### src/hdl/delimited_frame_collector_defines.svh
// ----------------------------------------------------------------------------
// delimited_frame_collector_defines
// Assertion macros shared by the frame collector RTL.
// ----------------------------------------------------------------------------
`ifndef DELIMITED_FRAME_COLLECTOR_DEFINES_SVH
`define DELIMITED_FRAME_COLLECTOR_DEFINES_SVH

// combinational property, checked every cycle out of reset
`define DFC_ASSERT(lbl, expr, msg) \
    lbl: assert property (@(posedge aclk) disable iff (!aresetn) (expr)) else $error(msg);

// property whose consequence is checked in the cycle after the antecedent
`define DFC_ASSERT_NEXT(lbl, ante, cons, msg) \
    lbl: assert property (@(posedge aclk) disable iff (!aresetn) (ante) |=> (cons)) \
        else $error(msg);

`endif

### src/hdl/dfc_pkg.sv
// ----------------------------------------------------------------------------
// dfc_pkg
// Types and constants of the delimited frame collector.
// ----------------------------------------------------------------------------
`default_nettype none

package dfc_pkg;

    localparam int unsigned BYTE_W    = 8;
    localparam int unsigned CFG_IDX_W = 1;

    localparam logic [CFG_IDX_W-1:0] REG_START_MARKER = 1'b0;
    localparam logic [CFG_IDX_W-1:0] REG_END_MARKER   = 1'b1;

    localparam logic [BYTE_W-1:0] START_MARKER_RST = 8'hAA;
    localparam logic [BYTE_W-1:0] END_MARKER_RST   = 8'h55;

    typedef enum logic [2:0] {
        ST_IDLE,
        ST_EMIT_RD,
        ST_EMIT_LD,
        ST_EMIT_OUT,
        ST_SRCH_RD,
        ST_SRCH_CMP,
        ST_COPY_RD,
        ST_COPY_WR
    } state_t;

endpackage

`default_nettype wire

### src/hdl/dfc_ram.sv
// ----------------------------------------------------------------------------
// dfc_ram
// Generic single-write, single-read RAM with registered read data.
// ----------------------------------------------------------------------------
`default_nettype none

module dfc_ram #(
    parameter int unsigned WIDTH = 8,
    parameter int unsigned DEPTH = 32
) (
    input  wire logic                     aclk,
    input  wire logic                     we,
    input  wire logic [$clog2(DEPTH)-1:0] waddr,
    input  wire logic [WIDTH-1:0]         wdata,
    input  wire logic [$clog2(DEPTH)-1:0] raddr,
    output logic      [WIDTH-1:0]         rdata
);

    logic [WIDTH-1:0] mem_reg [DEPTH];

    always_ff @(posedge aclk) begin
        if (we) begin
            mem_reg[waddr] <= wdata;
        end
        rdata <= mem_reg[raddr];
    end

endmodule

`default_nettype wire

### src/hdl/delimited_frame_collector.sv
// ----------------------------------------------------------------------------
// delimited_frame_collector
// Collects fixed-length frames between start and end markers from a byte
// stream and emits each complete frame byte by byte.
// ----------------------------------------------------------------------------
// A byte that does not complete a frame is taken at once in the idle state,
// and the next byte can follow right away. A byte that fills the buffer holds
// off input while the block works from its frame RAM (one write port, one
// read port): a good frame is sent byte by byte, each through a RAM read, an
// output load and the handshake, plus any output stall; a bad frame is
// rescanned with a RAM read and a compare per searched position and then
// moved down with a RAM read and a write per kept byte. The buffer needs no
// clearing after reset; the fill count alone tracks which entries hold data.
`default_nettype none

module delimited_frame_collector #(
    parameter int unsigned FRAME_BYTES = 32
) (
    input  wire logic                          aclk,
    input  wire logic                          aresetn,
    input  wire logic                          s_valid,
    output logic                               s_ready,
    input  wire logic [dfc_pkg::BYTE_W-1:0]    s_rx_byte,
    output logic                               m_valid,
    input  wire logic                          m_ready,
    output logic      [dfc_pkg::BYTE_W-1:0]    m_frame_byte,
    output logic                               m_frame_last,
    input  wire logic                          cfg_we,
    input  wire logic [dfc_pkg::CFG_IDX_W-1:0] cfg_index,
    input  wire logic [dfc_pkg::BYTE_W-1:0]    cfg_wdata
);

`include "delimited_frame_collector_defines.svh"

    localparam int unsigned ADDR_W = $clog2(FRAME_BYTES);
    localparam int unsigned CNT_W  = $clog2(FRAME_BYTES + 1);
    localparam logic [ADDR_W-1:0] LAST_POS = ADDR_W'(FRAME_BYTES - 1);
    localparam logic [CNT_W-1:0]  FULL_CNT = CNT_W'(FRAME_BYTES);

    dfc_pkg::state_t state_reg, state_next;
    logic [CNT_W-1:0]  fill_reg, fill_next;
    logic [ADDR_W-1:0] pos_reg, pos_next;
    logic [ADDR_W-1:0] dst_reg, dst_next;
    logic [ADDR_W-1:0] keep_reg, keep_next;
    logic [dfc_pkg::BYTE_W-1:0] start_marker_reg, end_marker_reg;
    logic m_valid_reg, m_valid_next;
    logic [dfc_pkg::BYTE_W-1:0] frame_byte_reg;
    logic frame_last_reg;

    logic                       ram_we;
    logic [ADDR_W-1:0]          ram_waddr;
    logic [dfc_pkg::BYTE_W-1:0] ram_wdata;
    logic [ADDR_W-1:0]          ram_raddr;
    logic [dfc_pkg::BYTE_W-1:0] ram_rdata;

    logic [dfc_pkg::BYTE_W-1:0] cmp_a;
    logic                       cmp_eq;
    logic [CNT_W-1:0]           fill_inc;
    logic                       s_fire;
    logic                       m_fire;

    dfc_ram #(
        .WIDTH (dfc_pkg::BYTE_W),
        .DEPTH (FRAME_BYTES)
    ) u_frame_ram (
        .aclk  (aclk),
        .we    (ram_we),
        .waddr (ram_waddr),
        .wdata (ram_wdata),
        .raddr (ram_raddr),
        .rdata (ram_rdata)
    );

    // shared start-marker comparator: incoming byte in idle, RAM data in search
    assign cmp_a    = (state_reg == dfc_pkg::ST_IDLE) ? s_rx_byte : ram_rdata;
    assign cmp_eq   = (cmp_a == start_marker_reg);
    assign fill_inc = fill_reg + 1'b1;

    assign s_ready      = (state_reg == dfc_pkg::ST_IDLE);
    assign s_fire       = s_valid && s_ready;
    assign m_valid      = m_valid_reg;
    assign m_fire       = m_valid_reg && m_ready;
    assign m_frame_byte = frame_byte_reg;
    assign m_frame_last = frame_last_reg;

    always_ff @(posedge aclk) begin
        if (!aresetn) begin
            state_reg        <= dfc_pkg::ST_IDLE;
            fill_reg         <= '0;
            pos_reg          <= '0;
            dst_reg          <= '0;
            keep_reg         <= '0;
            m_valid_reg      <= 1'b0;
            start_marker_reg <= dfc_pkg::START_MARKER_RST;
            end_marker_reg   <= dfc_pkg::END_MARKER_RST;
        end else begin
            state_reg   <= state_next;
            fill_reg    <= fill_next;
            pos_reg     <= pos_next;
            dst_reg     <= dst_next;
            keep_reg    <= keep_next;
            m_valid_reg <= m_valid_next;
            if (cfg_we) begin
                case (cfg_index)
                    dfc_pkg::REG_START_MARKER: start_marker_reg <= cfg_wdata;
                    dfc_pkg::REG_END_MARKER:   end_marker_reg   <= cfg_wdata;
                    default: ;
                endcase
            end
        end
    end

    always_ff @(posedge aclk) begin
        if (state_reg == dfc_pkg::ST_EMIT_LD) begin
            frame_byte_reg <= ram_rdata;
            frame_last_reg <= (pos_reg == LAST_POS);
        end
    end

    always_comb begin
        state_next   = state_reg;
        fill_next    = fill_reg;
        pos_next     = pos_reg;
        dst_next     = dst_reg;
        keep_next    = keep_reg;
        m_valid_next = m_valid_reg;
        ram_we       = 1'b0;
        ram_waddr    = fill_reg[ADDR_W-1:0];
        ram_wdata    = s_rx_byte;
        ram_raddr    = pos_reg;

        case (state_reg)
            dfc_pkg::ST_IDLE: begin
                if (s_fire) begin
                    if (fill_reg == '0) begin
                        if (cmp_eq) begin
                            ram_we    = 1'b1;
                            fill_next = fill_inc;
                        end
                    end else begin
                        ram_we    = 1'b1;
                        fill_next = fill_inc;
                        if (fill_inc == FULL_CNT) begin
                            if (s_rx_byte == end_marker_reg) begin
                                pos_next   = '0;
                                state_next = dfc_pkg::ST_EMIT_RD;
                            end else begin
                                pos_next   = ADDR_W'(1);
                                state_next = dfc_pkg::ST_SRCH_RD;
                            end
                        end
                    end
                end
            end
            dfc_pkg::ST_EMIT_RD: begin
                state_next = dfc_pkg::ST_EMIT_LD;
            end
            dfc_pkg::ST_EMIT_LD: begin
                m_valid_next = 1'b1;
                state_next   = dfc_pkg::ST_EMIT_OUT;
            end
            dfc_pkg::ST_EMIT_OUT: begin
                if (m_fire) begin
                    m_valid_next = 1'b0;
                    if (pos_reg == LAST_POS) begin
                        fill_next  = '0;
                        state_next = dfc_pkg::ST_IDLE;
                    end else begin
                        pos_next   = pos_reg + 1'b1;
                        state_next = dfc_pkg::ST_EMIT_RD;
                    end
                end
            end
            dfc_pkg::ST_SRCH_RD: begin
                state_next = dfc_pkg::ST_SRCH_CMP;
            end
            dfc_pkg::ST_SRCH_CMP: begin
                if (cmp_eq) begin
                    keep_next  = ADDR_W'(FULL_CNT - CNT_W'(pos_reg));
                    dst_next   = '0;
                    state_next = dfc_pkg::ST_COPY_RD;
                end else if (pos_reg == LAST_POS) begin
                    fill_next  = '0;
                    state_next = dfc_pkg::ST_IDLE;
                end else begin
                    pos_next   = pos_reg + 1'b1;
                    state_next = dfc_pkg::ST_SRCH_RD;
                end
            end
            dfc_pkg::ST_COPY_RD: begin
                state_next = dfc_pkg::ST_COPY_WR;
            end
            dfc_pkg::ST_COPY_WR: begin
                ram_we    = 1'b1;
                ram_waddr = dst_reg;
                ram_wdata = ram_rdata;
                if (dst_reg == keep_reg - 1'b1) begin
                    fill_next  = CNT_W'(keep_reg);
                    state_next = dfc_pkg::ST_IDLE;
                end else begin
                    pos_next   = pos_reg + 1'b1;
                    dst_next   = dst_reg + 1'b1;
                    state_next = dfc_pkg::ST_COPY_RD;
                end
            end
            default: begin
                state_next = dfc_pkg::ST_IDLE;
            end
        endcase
    end

    `DFC_ASSERT(a_no_input_while_emitting, !(s_ready && m_valid), "input open during emit")
    `DFC_ASSERT(a_idle_not_full, (state_reg != dfc_pkg::ST_IDLE) || (fill_reg < FULL_CNT), "idle with full buffer")
    `DFC_ASSERT_NEXT(a_last_empties, m_fire && m_frame_last, (state_reg == dfc_pkg::ST_IDLE) && (fill_reg == '0), "buffer not emptied after frame")
    `DFC_ASSERT(a_copy_in_range, (state_reg != dfc_pkg::ST_COPY_WR) || (dst_reg < keep_reg), "copy past kept length")

endmodule

`default_nettype wire
### config.mk
export PLATFORM = sky130hd
export DESIGN_NAME = delimited_frame_collector
export DESIGN_NICKNAME = d
export VERILOG_FILES = /design/src/hdl/dfc_pkg.sv /design/src/hdl/dfc_ram.sv /design/src/hdl/delimited_frame_collector.sv
export VERILOG_INCLUDE_DIRS = /design/src /design/src/hdl
export SDC_FILE = /design/constraint.sdc
export NUM_CORES = 1
export LEC_CHECK = 0
export BUFFER_PORTS_ARGS = -buffer_cell sky130_fd_sc_hd__buf_2
export CAP_MARGIN = 20
export CORE_MARGIN = 2
export CORE_UTILIZATION = 30
export DETAILED_ROUTE_END_ITERATION = 16
export PLACE_DENSITY = 0.55
export RECOVER_POWER = 50
export SYNTH_ARGS = -nofsm -noshare
export SYNTH_HDL_FRONTEND = slang
export SYNTH_SLANG_ARGS = --single-unit
### constraint.sdc
create_clock -name aclk -period 8.45 [get_ports aclk]
set_input_delay 1.69 -clock aclk [delete_from_list [all_inputs] [get_ports aclk]]
set_output_delay 1.69 -clock aclk [all_outputs]
set_load 0.005 [all_outputs]
==> results of run 1 <==
==> power groups by stage <==
| stage | Clock (µW) | Sequential [µW] | Combinational, µW |
|---|---|---|---|
| global placement | 0 | 1720 | 67.8 |
| CTS | 1560 | 1690 | 67.5 |
| floorplan | 0 | 1720 | 32.6 |
| finish | 1530 | 1690 | 65.1 |
| global route | 1620 | 1690 | 71.2 |
| detailed placement | 0 | 1720 | 67.9 |
==> through the flow <==
stage               hold slack, ns  area (µm²)  worst slack [ns]  total power (µW)   util
floorplan                    0.430       13100              4.65              1750      -
global placement             0.455       13800              4.20              1790  0.321
detailed placement           0.461       13800              4.13              1790  0.321
CTS                          0.468       15000              4.68              3310  0.348
global route                 0.495       15000              2.85              3380  0.347
finish                       0.468       15000              3.40              3280  0.347
==> critical path, delay by kind of cell, from the launching register on <==
family / cells / cell delay [ns]
AO/OA/AOI/OAI: 3 / 1.22
adder cells (fa/ha/maj): 2 / 0.82
AND/OR/NAND/NOR: 4 / 0.42
flip-flops: 1 / 2.51
==> cell type report <==
cell class	count	area (µm²)
fillers	4119	28200
flip-flops and latches	314	8940
multi-input cells	435	3870
clock buffers	44	931
well taps	585	732
clock inverters	20	233
repair buffers	39	196
inverters	18	67.6
==> kinds of logic after synthesis <==
family | synth area share
compound gates | 0.0386
xor+xnor | 0.0160
fa+ha+maj | 0.00742
buf+inv | 0.0253
flops | 0.680
mux | 0.155
simple gates | 0.0782
==> worst max-delay path by stage <==
stage | startpoint | slack, ns | cells past startpoint | end
5_1_grt | pos_reg[1] | 2.85 | 9 | pos_reg[1]
4_1_cts | s_rx_byte[5] | 4.68 | 9 | u_frame_ram.mem_reg[6][7]
2_1_floorplan | s_rx_byte[2] | 4.65 | 8 | u_frame_ram.mem_reg[10][0]
6_report | pos_reg[1] | 3.40 | 9 | pos_reg[1]
3_5_place_dp | s_rx_byte[5] | 4.13 | 9 | u_frame_ram.mem_reg[4][5]
3_3_place_gp | s_rx_byte[5] | 4.20 | 9 | u_frame_ram.mem_reg[27][4]
==> layout by cell type (no fill, tap or decap), types with 5 or more instances in the layout <==
cell type,n
a21oi_1,21
buf_2,22
buf_4,5
clkbuf_1,19
clkbuf_16,36
clkinv_1,5
dfxtp_1,48
edfxtp_1,265
ha_1,7
inv_1,18
mux2_2,8
mux2i_1,14
mux4_2,80
nand2_1,96
nand2b_1,8
nand3_1,16
nand3b_1,7
nand4_1,6
nor2_1,57
nor3_1,6
o211ai_1,7
o21ai_0,17
o31ai_1,9
or3_1,5
xnor2_1,13
xor2_1,11
==> per-layer routing <==
layer  track usage  wire, µm
met5             0         0
met4        0.0431       817
met3        0.0265      1830
met2         0.232     15400
met1         0.208     14800
==> impl_metrics.xml, run 1 <==
<?xml version="1.0" encoding="UTF-8"?>
<metrics>
  <group name="run_status">
    <metric name="status" unit="">finished with violations</metric>
    <metric name="violations" unit="">max-capacitance violations, max-slew violations</metric>
  </group>
  <group name="min_path">
    <metric name="hold_depth" unit="">2</metric>
    <metric name="hold_class" unit="">flop to flop</metric>
    <metric name="hold_end" unit="">end_marker_reg[3]</metric>
    <metric name="hold_start" unit="">end_marker_reg[3]</metric>
  </group>
  <group name="power_and_ir_drop">
    <metric name="cell_pwr_density" unit="nW/µm²">219</metric>
    <metric name="irDropWorstVdd" unit="V">0.000119</metric>
    <metric name="power_frac_clock" unit="">0.467</metric>
    <metric name="power_switching_share" unit="">0.205</metric>
    <metric name="seq_power_share" unit="">0.514</metric>
    <metric name="internal_power" unit="µW">2610</metric>
    <metric name="p_comb_frac" unit="">0.020</metric>
    <metric name="total_leakage_power" unit="µW">0.00458</metric>
    <metric name="p_sw" unit="µW">672</metric>
  </group>
  <group name="yosys">
    <metric name="syn-cell-area" unit="µm²">13100</metric>
    <metric name="asyncSetResetFlopFracSynth" unit="">0</metric>
    <metric name="synthesis.nets" unit="">846</metric>
    <metric name="synthMostInstantiatedCell" unit="">edfxtp_1</metric>
    <metric name="synth_top_cell_area_share" unit="">0.605</metric>
    <metric name="synthDistinctLibCells" unit="">59</metric>
    <metric name="number_of_flops_mapped_to_enable_cells_by_yosys" unit="">265</metric>
    <metric name="post_synth_main_area_contributors" unit="">edfxtp_1 (61%), mux4_2 (14%), dfxtp_1 (7.5%)</metric>
    <metric name="synth.ff_latch_count" unit="">314</metric>
    <metric name="share_of_synthesized_area_occupied_by_flip_flops_and_latches" unit="">0.680</metric>
    <metric name="synthTopCellsByCount" unit="">edfxtp_1 (265), nand2_1 (96), mux4_2 (80), nor2_1 (57), dfxtp_1 (49)</metric>
    <metric name="postSynth.topFlopCell" unit="">edfxtp_1</metric>
    <metric name="synth_area_leader_cell" unit="">edfxtp_1</metric>
    <metric name="syn-mean-instance-area" unit="µm²">16.1</metric>
    <metric name="netlist_instances" unit="">817</metric>
    <metric name="ys_warn_count" unit="">0</metric>
  </group>
  <group name="place">
    <metric name="placedCellCount" unit="">1390</metric>
    <metric name="gp_congestion" unit="">0.802</metric>
    <metric name="hpwlAfterDp" unit="mm">20.7</metric>
    <metric name="number_of_i_o_port_buffers" unit="">32</metric>
  </group>
  <group name="sta">
    <metric name="final-hold-violation-count" unit="">0</metric>
    <metric name="skew" unit="ns">0.0208</metric>
    <metric name="highest_clock_rate" unit="GHz">0.198</metric>
    <metric name="setup_tns" unit="ns">0</metric>
    <metric name="final.period_utilization" unit="">0.598</metric>
    <metric name="maxSlewHeadroom" unit="">-1.16</metric>
    <metric name="setup-violations-final" unit="">0</metric>
    <metric name="post-route-min-period" unit="ns">5.05</metric>
    <metric name="grt_setup_unrepaired" unit="">no</metric>
    <metric name="tightest_slew" unit="ns">3.24</metric>
    <metric name="timing.final.max_slew_violations" unit="">301</metric>
  </group>
  <group name="detailed_routing">
    <metric name="drt_iter0_drc" unit="">837</metric>
    <metric name="drc" unit="">0</metric>
    <metric name="wl" unit="mm">32.9</metric>
    <metric name="detailroute.via_count" unit="">7373</metric>
    <metric name="via_per_inst" unit="">5.07</metric>
    <metric name="routed_wire_length_per_instance" unit="µm">22.6</metric>
    <metric name="detail-route-antenna-nets" unit="">0</metric>
    <metric name="first_pass_iters" unit="">5</metric>
  </group>
  <group name="cts">
    <metric name="cts.sinks" unit="">314</metric>
    <metric name="cts_buffers" unit="">35</metric>
    <metric name="cts_setup_buffers" unit="">0</metric>
    <metric name="clock-root-buffer" unit="">clkbuf_16</metric>
    <metric name="h-tree-depth" unit="">2</metric>
    <metric name="cts_resized" unit="">0</metric>
    <metric name="tritoncts_clock_tree" unit="">built</metric>
    <metric name="clk-insertion-delay-late" unit="ns">0.53</metric>
    <metric name="cts_buffer_depth" unit="">3</metric>
    <metric name="clk_pin_slew" unit="ns">0.06</metric>
    <metric name="cts_hold_repair.buffers" unit="">0</metric>
  </group>
  <group name="global_route">
    <metric name="grt_use_total" unit="">0.147</metric>
    <metric name="grt_max_degree" unit="">70</metric>
    <metric name="antenna_violations_before_repair" unit="">0</metric>
    <metric name="grt_first_pass_wirelength" unit="mm">48.6</metric>
    <metric name="first_global_vias" unit="">7282</metric>
    <metric name="grt_total_ovfl" unit="">0</metric>
  </group>
  <group name="cells_and_area">
    <metric name="diodes" unit="">0</metric>
    <metric name="areaGrowthSynthToFinish" unit="%">13.9</metric>
    <metric name="count_of_non_filler_cells_in_the_finished_layout" unit="">1455</metric>
    <metric name="final_layout_size_suffix_gt1_frac" unit="">0.206</metric>
    <metric name="finish.net_count" unit="">872</metric>
    <metric name="largest_reg_flops" unit="">256</metric>
  </group>
  <group name="floorplanning">
    <metric name="initial_core_util" unit="">0.305</metric>
    <metric name="ioPinCount" unit="">33</metric>
    <metric name="rows" unit="">76</metric>
    <metric name="die-width" unit="µm">213</metric>
    <metric name="core_footprint" unit="µm²">43200</metric>
    <metric name="die_h" unit="µm">213</metric>
    <metric name="die_area" unit="µm²">45500</metric>
  </group>
  <group name="job">
    <metric name="drv_cap" unit="">8</metric>
  </group>
  <group name="worst_setup_path">
    <metric name="setup.reg_to_reg.worst_slack" unit="ns">3.40</metric>
    <metric name="arrival_worst_endpoint" unit="ns">5.49</metric>
    <metric name="worst_setup_path_end_kind" unit="">flop</metric>
    <metric name="critPathLaunchType" unit="">flop</metric>
    <metric name="r2r-start" unit="">pos_reg[1]</metric>
    <metric name="timing.rr.end" unit="">pos_reg[1]</metric>
    <metric name="crit_top_cell" unit="">nor2_1</metric>
    <metric name="cp_cell_sequence" unit="">ha_1 &gt; and3_1 &gt; ha_1 &gt; nor2_1 &gt; nor2_1 &gt; nor2_1 &gt; o31ai_1 &gt; o21ai_0 &gt; a21oi_1</metric>
    <metric name="cp_data_required_time" unit="ns">8.88</metric>
    <metric name="timing.setup.critical_path_class" unit="">flop to flop</metric>
    <metric name="critical_path.max_fanout" unit="">69</metric>
    <metric name="worstRegToRegCells" unit="">9</metric>
    <metric name="slowest_delay" unit="ns">2.51</metric>
    <metric name="cp_slowest_cell" unit="">dfxtp_1</metric>
  </group>
</metrics>
No activity file was read; power rests on OpenSTA's default activity.
==> run 2, diff against run 1 <==
--- a/config.mk
+++ b/config.mk
@@ -6,12 +6,13 @@
 export SDC_FILE = /design/constraint.sdc
 export NUM_CORES = 1
 export LEC_CHECK = 0
+export ABC_AREA = 1
 export BUFFER_PORTS_ARGS = -buffer_cell sky130_fd_sc_hd__buf_2
 export CAP_MARGIN = 20
 export CORE_MARGIN = 2
 export CORE_UTILIZATION = 30
 export DETAILED_ROUTE_END_ITERATION = 16
-export PLACE_DENSITY = 0.55
+export PLACE_DENSITY = 0.57
 export RECOVER_POWER = 50
 export SYNTH_ARGS = -nofsm -noshare
 export SYNTH_HDL_FRONTEND = slang
==> constraint.sdc (replaced) <==
create_clock -name aclk -period 4.6 [get_ports aclk]
set_input_delay 0.92 -clock aclk [delete_from_list [all_inputs] [get_ports aclk]]
set_output_delay 0.92 -clock aclk [all_outputs]
set_load 0.005 [all_outputs]
==> impl_metrics.xml, run 2 <==
<?xml version="1.0" encoding="UTF-8"?>
<metrics>
  <group name="run_status">
    <metric name="status" unit="">finished with violations</metric>
    <metric name="violations" unit="">max-capacitance violations, max-slew violations</metric>
  </group>
  <group name="sta">
    <metric name="final.period_utilization" unit="">0.760</metric>
    <metric name="skew" unit="ns">0.0138</metric>
    <metric name="maxSlewHeadroom" unit="">-0.427</metric>
    <metric name="setup_tns" unit="ns">0</metric>
    <metric name="highest_clock_rate" unit="GHz">0.286</metric>
    <metric name="grt_setup_unrepaired" unit="">no</metric>
    <metric name="tightest_slew" unit="ns">2.14</metric>
    <metric name="post-route-min-period" unit="ns">3.49</metric>
    <metric name="setup-violations-final" unit="">0</metric>
    <metric name="timing.final.max_slew_violations" unit="">264</metric>
    <metric name="final-hold-violation-count" unit="">0</metric>
  </group>
  <group name="worst_setup_path">
    <metric name="timing.critical_path.from" unit="">state_reg[2]</metric>
    <metric name="r2r-start" unit="">state_reg[2]</metric>
    <metric name="critical_path_depth" unit="">6</metric>
    <metric name="critPathLaunchType" unit="">flop</metric>
    <metric name="timing.setup.critical_path_class" unit="">flop to flop</metric>
    <metric name="cp_slowest_cell" unit="">clkbuf_1</metric>
    <metric name="critical_path.max_fanout" unit="">32</metric>
    <metric name="slowest_delay" unit="ns">1.54</metric>
    <metric name="timing.rr.end" unit="">u_frame_ram.mem_reg[7][0]</metric>
    <metric name="cp_data_required_time" unit="ns">4.61</metric>
    <metric name="arrival_worst_endpoint" unit="ns">3.50</metric>
    <metric name="cp_cell_sequence" unit="">inv_1 &gt; nor2_1 &gt; buf_4 &gt; nand2_1 &gt; o21ai_0 &gt; clkbuf_1</metric>
    <metric name="worstRegToRegCells" unit="">6</metric>
    <metric name="worst_setup_path_end_kind" unit="">flop</metric>
    <metric name="critical_path_buf_inv_count" unit="">3</metric>
    <metric name="setup.reg_to_reg.worst_slack" unit="ns">1.11</metric>
    <metric name="cpLargestDelayFamily" unit="">buffers and inverters</metric>
  </group>
  <group name="cells_and_area">
    <metric name="areaGrowthSynthToFinish" unit="%">14.3</metric>
    <metric name="largest_reg_flops" unit="">256</metric>
    <metric name="layout_commonest_cell" unit="">edfxtp_1</metric>
    <metric name="final_layout_size_suffix_gt1_frac" unit="">0.106</metric>
    <metric name="nFillCells" unit="">4412</metric>
    <metric name="postLayoutCellArea" unit="µm²">15300</metric>
    <metric name="diodes" unit="">0</metric>
    <metric name="layout.cells.most_common_list" unit="">edfxtp_1 (265), nor2_1 (218), nand2_1 (203), o21ai_0 (119), o22ai_1 (68)</metric>
    <metric name="finish.net_count" unit="">1319</metric>
    <metric name="multi_input_gate_area" unit="µm²">3910</metric>
    <metric name="regArea" unit="µm²">8940</metric>
  </group>
  <group name="floorplanning">
    <metric name="die-width" unit="µm">216</metric>
    <metric name="die_h" unit="µm">216</metric>
    <metric name="initial_core_util" unit="">0.304</metric>
    <metric name="core_footprint" unit="µm²">44200</metric>
    <metric name="rows" unit="">77</metric>
    <metric name="die_area" unit="µm²">46500</metric>
    <metric name="ioPinCount" unit="">33</metric>
  </group>
  <group name="global_route">
    <metric name="antenna_violations_before_repair" unit="">0</metric>
    <metric name="first_global_vias" unit="">9326</metric>
    <metric name="grt_total_ovfl" unit="">0</metric>
    <metric name="grt_max_degree" unit="">98</metric>
    <metric name="grt_first_pass_wirelength" unit="mm">54.9</metric>
    <metric name="grt_use_total" unit="">0.152</metric>
  </group>
  <group name="detailed_routing">
    <metric name="routed_wire_length_per_instance" unit="µm">18.8</metric>
    <metric name="detail-route-antenna-nets" unit="">0</metric>
    <metric name="drt_iter0_drc" unit="">1116</metric>
    <metric name="drc" unit="">0</metric>
    <metric name="via_per_inst" unit="">5.00</metric>
    <metric name="detailroute.via_count" unit="">9528</metric>
    <metric name="first_pass_iters" unit="">5</metric>
    <metric name="wl" unit="mm">35.8</metric>
  </group>
  <group name="min_path">
    <metric name="hold_class" unit="">flop to flop</metric>
    <metric name="hold_depth" unit="">2</metric>
    <metric name="hold_start" unit="">start_marker_reg[4]</metric>
    <metric name="hold_end" unit="">start_marker_reg[4]</metric>
  </group>
  <group name="cts">
    <metric name="cts_buffer_depth" unit="">3</metric>
    <metric name="cts.sinks" unit="">314</metric>
    <metric name="clk-insertion-delay-late" unit="ns">0.52</metric>
    <metric name="cts_resized" unit="">0</metric>
    <metric name="cts_buffers" unit="">35</metric>
    <metric name="h-tree-depth" unit="">2</metric>
    <metric name="tritoncts_clock_tree" unit="">built</metric>
    <metric name="clock-root-buffer" unit="">clkbuf_16</metric>
    <metric name="clk_pin_slew" unit="ns">0.06</metric>
    <metric name="cts_hold_repair.buffers" unit="">0</metric>
    <metric name="cts_setup_buffers" unit="">0</metric>
  </group>
  <group name="place">
    <metric name="placedInstanceArea" unit="µm²">14200</metric>
    <metric name="hpwlAfterDp" unit="mm">22.3</metric>
    <metric name="gp_congestion" unit="">0.849</metric>
    <metric name="number_of_i_o_port_buffers" unit="">32</metric>
  </group>
  <group name="yosys">
    <metric name="synthTopCellsByCount" unit="">edfxtp_1 (265), nor2_1 (217), nand2_1 (203), o21ai_0 (119), o22ai_1 (68)</metric>
    <metric name="synth_top_cell_area_share" unit="">0.593</metric>
    <metric name="syn-cell-area" unit="µm²">13400</metric>
    <metric name="share_of_synthesized_area_occupied_by_flip_flops_and_latches" unit="">0.666</metric>
    <metric name="synthDistinctLibCells" unit="">34</metric>
    <metric name="synth_area_leader_cell" unit="">edfxtp_1</metric>
    <metric name="synth.ff_latch_count" unit="">314</metric>
    <metric name="postSynth.topFlopCell" unit="">edfxtp_1</metric>
    <metric name="post_synth_main_area_contributors" unit="">edfxtp_1 (59%), dfxtp_1 (7.3%), nor2_1 (6.1%)</metric>
    <metric name="number_of_flops_mapped_to_enable_cells_by_yosys" unit="">265</metric>
    <metric name="ys_warn_count" unit="">0</metric>
    <metric name="netlist_instances" unit="">1265</metric>
    <metric name="synthMostInstantiatedCell" unit="">edfxtp_1</metric>
    <metric name="synthesis.nets" unit="">1294</metric>
    <metric name="asyncSetResetFlopFracSynth" unit="">0</metric>
    <metric name="syn-mean-instance-area" unit="µm²">10.6</metric>
  </group>
  <group name="power_and_ir_drop">
    <metric name="total_leakage_power" unit="µW">0.00549</metric>
    <metric name="irDropWorstVdd" unit="V">0.000252</metric>
    <metric name="seq_power_share" unit="">0.483</metric>
    <metric name="power_frac_clock" unit="">0.428</metric>
    <metric name="p_comb_frac" unit="">0.089</metric>
    <metric name="p_sw" unit="µW">1650</metric>
    <metric name="cell_pwr_density" unit="nW/µm²">443</metric>
    <metric name="internal_power" unit="µW">5160</metric>
    <metric name="power_switching_share" unit="">0.242</metric>
  </group>
  <group name="job">
    <metric name="drv_cap" unit="">9</metric>
  </group>
</metrics>
==> run 2: layout make-up <==
class / count / area share
clock buffers: 43 / 0.0630
clock inverters: 19 / 0.0154
inverters: 80 / 0.0196
multi-input cells: 810 / 0.255
flip-flops and latches: 314 / 0.583
well taps: 592 / 0.0483
repair buffers: 49 / 0.0161
==> run 2: cells by family after synthesis <==
logic type	Yosys count	synth area share
AND/OR/NAND/NOR	522	0.167
adder cells (fa/ha/maj)	7	0.00652
flip-flops	314	0.666
buffers and inverters	141	0.0424
AO/OA/AOI/OAI	269	0.110
XOR/XNOR	12	0.00783
==> run 2: worst max path at each step <==
stage	endpoint	slack, ns
6_report	u_frame_ram.mem_reg[7][0]	1.11
5_1_grt	u_frame_ram.mem_reg[11][4]	0.79
4_1_cts	fill_reg[5]	1.48
3_5_place_dp	u_frame_ram.mem_reg[13][5]	1.41
3_3_place_gp	u_frame_ram.mem_reg[30][1]	1.47
2_1_floorplan	u_frame_ram.mem_reg[0][1]	1.83
==> run 2: stage by stage <==
stage | setup WS (ns) | instances | hold WS [ns] | util | power [µW]
floorplan | 1.83 | 1265 | 0.430 | - | 3720
global placement | 1.47 | 1842 | 0.460 | 0.321 | 3940
detailed placement | 1.41 | 1845 | 0.473 | 0.322 | 3940
CTS | 1.48 | 1907 | 0.484 | 0.349 | 6850
global route | 0.793 | 1907 | 0.516 | 0.347 | 7030
finish | 1.11 | 1907 | 0.488 | 0.347 | 6800
==> run 2: layer usage <==
layer	GRT usage	share of wire
met1	0.210	0.45
met2	0.245	0.46
met3	0.0285	0.067
met4	0.0425	0.020
met5	0	0
==> run 2: power by group through the flow <==
stage / clock network (µW) / logic (µW) / registers [µW]
after floorplan: 0 / 401 / 3320
after detailed placement: 0 / 604 / 3340
after global routing: 3070 / 666 / 3300
final: 2910 / 606 / 3280
after CTS: 2960 / 608 / 3280
after global placement: 0 / 604 / 3340
==> run 2: worst min-delay path: cells and delay by family (launching register included) <==
family	cells	cell delay (ns)
flip-flops	1	0.31
buffers and inverters	1	0.07
AO/OA/AOI/OAI	1	0.06
==> run 3, diff against run 2 <==
--- a/config.mk
+++ b/config.mk
@@ -6,7 +6,7 @@
 export SDC_FILE = /design/constraint.sdc
 export NUM_CORES = 1
 export LEC_CHECK = 0
-export ABC_AREA = 1
+export ABC_AREA = 0
 export BUFFER_PORTS_ARGS = -buffer_cell sky130_fd_sc_hd__buf_2
 export CAP_MARGIN = 20
 export CORE_MARGIN = 2
==> constraint.sdc (replaced) <==
create_clock -name aclk -period 2.9 [get_ports aclk]
set_input_delay 0.58 -clock aclk [delete_from_list [all_inputs] [get_ports aclk]]
set_output_delay 0.58 -clock aclk [all_outputs]
set_load 0.005 [all_outputs]
==> impl_metrics.xml, run 3 (synthesized netlist as in run 1, its figures left out) <==
<?xml version="1.0" encoding="UTF-8"?>
<metrics>
  <group name="global_route">
    <metric name="grt_first_pass_wirelength" unit="mm">46.5</metric>
    <metric name="grt_total_ovfl" unit="">0</metric>
    <metric name="first_global_vias" unit="">7292</metric>
    <metric name="grt_max_degree" unit="">69</metric>
    <metric name="antenna_violations_before_repair" unit="">0</metric>
    <metric name="grt_use_total" unit="">0.137</metric>
  </group>
  <group name="min_path">
    <metric name="hold_depth" unit="">3</metric>
    <metric name="hold_end" unit="">start_marker_reg[7]</metric>
    <metric name="hold_start" unit="">cfg_wdata[7]</metric>
    <metric name="hold_class" unit="">primary input to flop</metric>
  </group>
  <group name="floorplanning">
    <metric name="initial_core_util" unit="">0.305</metric>
    <metric name="ioPinCount" unit="">33</metric>
    <metric name="core_footprint" unit="µm²">43200</metric>
    <metric name="die_h" unit="µm">213</metric>
    <metric name="die-width" unit="µm">213</metric>
    <metric name="die_area" unit="µm²">45500</metric>
    <metric name="rows" unit="">76</metric>
  </group>
  <group name="worst_setup_path">
    <metric name="cp_data_required_time" unit="ns">3.18</metric>
    <metric name="setup.reg_to_reg.worst_slack" unit="ns">0.15</metric>
    <metric name="slowest_delay" unit="ns">0.66</metric>
    <metric name="r2r-start" unit="">state_reg[2]</metric>
    <metric name="worst_setup_path_end_kind" unit="">flop</metric>
    <metric name="cp_slowest_cell" unit="">or4b_2</metric>
    <metric name="worstRegToRegCells" unit="">11</metric>
    <metric name="critical_path_buf_inv_count" unit="">4</metric>
    <metric name="critical_path_depth" unit="">11</metric>
    <metric name="crit_top_cell" unit="">buf_4</metric>
    <metric name="critPathLaunchType" unit="">flop</metric>
    <metric name="timing.setup.critical_path_class" unit="">flop to flop</metric>
    <metric name="cp_cell_sequence" unit="">buf_4 &gt; or4b_2 &gt; a21oi_1 &gt; nor4_1 &gt; o211ai_1 &gt; o21ai_2 &gt; a31oi_2 &gt; buf_12 &gt; buf_4 &gt; nor2_1 &gt; buf_4</metric>
    <metric name="critical_path.max_fanout" unit="">15</metric>
    <metric name="timing.rr.end" unit="">u_frame_ram.mem_reg[12][6]</metric>
    <metric name="arrival_worst_endpoint" unit="ns">3.02</metric>
    <metric name="cpLargestDelayFamily" unit="">simple AND/OR/NAND/NOR gates</metric>
  </group>
  <group name="sta">
    <metric name="highest_clock_rate" unit="GHz">0.364</metric>
    <metric name="post-route-min-period" unit="ns">2.75</metric>
    <metric name="setup_tns" unit="ns">0</metric>
    <metric name="skew" unit="ns">0.0286</metric>
    <metric name="maxSlewHeadroom" unit="">0.277</metric>
    <metric name="finalWorstSetupSlack" unit="ns">0.154</metric>
    <metric name="timing.final.max_slew_violations" unit="">0</metric>
    <metric name="setup-violations-final" unit="">0</metric>
    <metric name="final-hold-violation-count" unit="">0</metric>
    <metric name="tightest_slew" unit="ns">1.08</metric>
    <metric name="final.period_utilization" unit="">0.947</metric>
    <metric name="grt_setup_unrepaired" unit="">yes</metric>
  </group>
  <group name="cells_and_area">
    <metric name="postLayoutCellArea" unit="µm²">15400</metric>
    <metric name="final_layout_size_suffix_gt1_frac" unit="">0.274</metric>
    <metric name="finish.net_count" unit="">924</metric>
    <metric name="largest_reg_flops" unit="">256</metric>
    <metric name="nFillCells" unit="">4085</metric>
    <metric name="diodes" unit="">0</metric>
    <metric name="regArea" unit="µm²">8940</metric>
    <metric name="multi_input_gate_area" unit="µm²">4010</metric>
    <metric name="layout_commonest_cell" unit="">edfxtp_1</metric>
    <metric name="utilization" unit="">0.357</metric>
    <metric name="layout.cells.most_common_list" unit="">edfxtp_1 (265), nand2_1 (96), mux4_2 (80), dfxtp_1 (48), buf_4 (42)</metric>
    <metric name="count_of_non_filler_cells_in_the_finished_layout" unit="">1504</metric>
    <metric name="areaGrowthSynthToFinish" unit="%">17.3</metric>
  </group>
  <group name="detailed_routing">
    <metric name="route.met3.wl" unit="mm">2.05</metric>
    <metric name="routed_wire_length_per_instance" unit="µm">20.6</metric>
    <metric name="maxUsedRoutingLayer" unit="">met4</metric>
    <metric name="wl_met2" unit="mm">13.4</metric>
    <metric name="detailroute.via_count" unit="">7453</metric>
    <metric name="detail_route.wirelength.met1" unit="mm">14.8</metric>
    <metric name="wl" unit="mm">31.0</metric>
    <metric name="drc" unit="">0</metric>
    <metric name="detail-route-antenna-nets" unit="">0</metric>
    <metric name="via_per_inst" unit="">4.96</metric>
    <metric name="first_pass_iters" unit="">5</metric>
    <metric name="drt_iter0_drc" unit="">774</metric>
  </group>
  <group name="cts">
    <metric name="cts_buffer_depth" unit="">3</metric>
    <metric name="clk-insertion-delay-late" unit="ns">0.52</metric>
    <metric name="cts_setup_buffers" unit="">0</metric>
    <metric name="cts_resized" unit="">16</metric>
    <metric name="cts.sinks" unit="">314</metric>
    <metric name="tritoncts_clock_tree" unit="">built</metric>
    <metric name="cts_buffers" unit="">34</metric>
    <metric name="h-tree-depth" unit="">2</metric>
    <metric name="clk_pin_slew" unit="ns">0.06</metric>
    <metric name="clock-root-buffer" unit="">clkbuf_16</metric>
    <metric name="cts_hold_repair.buffers" unit="">0</metric>
  </group>
  <group name="place">
    <metric name="hpwlAfterDp" unit="mm">20.0</metric>
    <metric name="gp_congestion" unit="">0.820</metric>
    <metric name="placedCellCount" unit="">1444</metric>
    <metric name="placedInstanceArea" unit="µm²">14300</metric>
    <metric name="placement.setup.worst_slack" unit="ns">-0.237</metric>
    <metric name="number_of_i_o_port_buffers" unit="">32</metric>
  </group>
  <group name="power_and_ir_drop">
    <metric name="internal_power" unit="µW">7360</metric>
    <metric name="p_sw" unit="µW">1890</metric>
    <metric name="p_comb_frac" unit="">0.022</metric>
    <metric name="power_frac_clock" unit="">0.447</metric>
    <metric name="seq_power_share" unit="">0.531</metric>
    <metric name="cell_pwr_density" unit="nW/µm²">600</metric>
    <metric name="power_switching_share" unit="">0.204</metric>
    <metric name="irDropWorstVdd" unit="V">0.000344</metric>
    <metric name="total_leakage_power" unit="µW">0.00481</metric>
  </group>
  <group name="job">
    <metric name="drv_cap" unit="">0</metric>
  </group>
  <group name="run_status">
    <metric name="status" unit="">finished, final reports clean</metric>
  </group>
</metrics>
[run 3: worst max-delay path by stage]
stage,end,slack (ns),start
after global routing,u_frame_ram.mem_reg[26][4],-0.04,state_reg[0]
after floorplan,u_frame_ram.mem_reg[10][0],0.1,state_reg[2]
after CTS,u_frame_ram.mem_reg[27][6],-0.08,state_reg[2]
after global placement,u_frame_ram.mem_reg[16][3],-0.19,s_rx_byte[5]
after detailed placement,u_frame_ram.mem_reg[16][3],-0.24,s_rx_byte[5]
final,u_frame_ram.mem_reg[12][6],0.15,state_reg[2]
[run 3: worst min-delay path: stages]
cell and delay (ns):
buf_2 0.09, nand2_1 0.04, nand3_1 0.06
[run 3: layout make-up]
type                       count  area share
clock buffer                  41      0.0583
clock inverter                19     0.00998
inverter                      18     0.00438
multi-input combinational    435       0.260
sequential                   314       0.580
tap                          585      0.0475
timing repair buffer          92      0.0402
[run 3: per-layer routing]
metal / global-route usage / vias to the layer above
met4: 0.0383 / 0
met3: 0.0316 / 43
met1: 0.208 / 3831
met2: 0.196 / 261
li1: - / 3318
met5: 0 / -
[run 3: stage by stage]
step                power, µW  hold slack [ns]
floorplan                5100            0.430
global placement         5210            0.459
detailed placement       5210            0.464
CTS                      9330            0.275
global route             9530            0.285
finish                   9250            0.295
[run 3: power by group through the flow]
stage	clock (µW)	combinational, µW	sequential, µW
after detailed placement	0	206	5000
after CTS	4210	206	4910
after global routing	4400	222	4910
after global placement	0	205	5010
after floorplan	0	94.9	5000
final	4130	201	4910
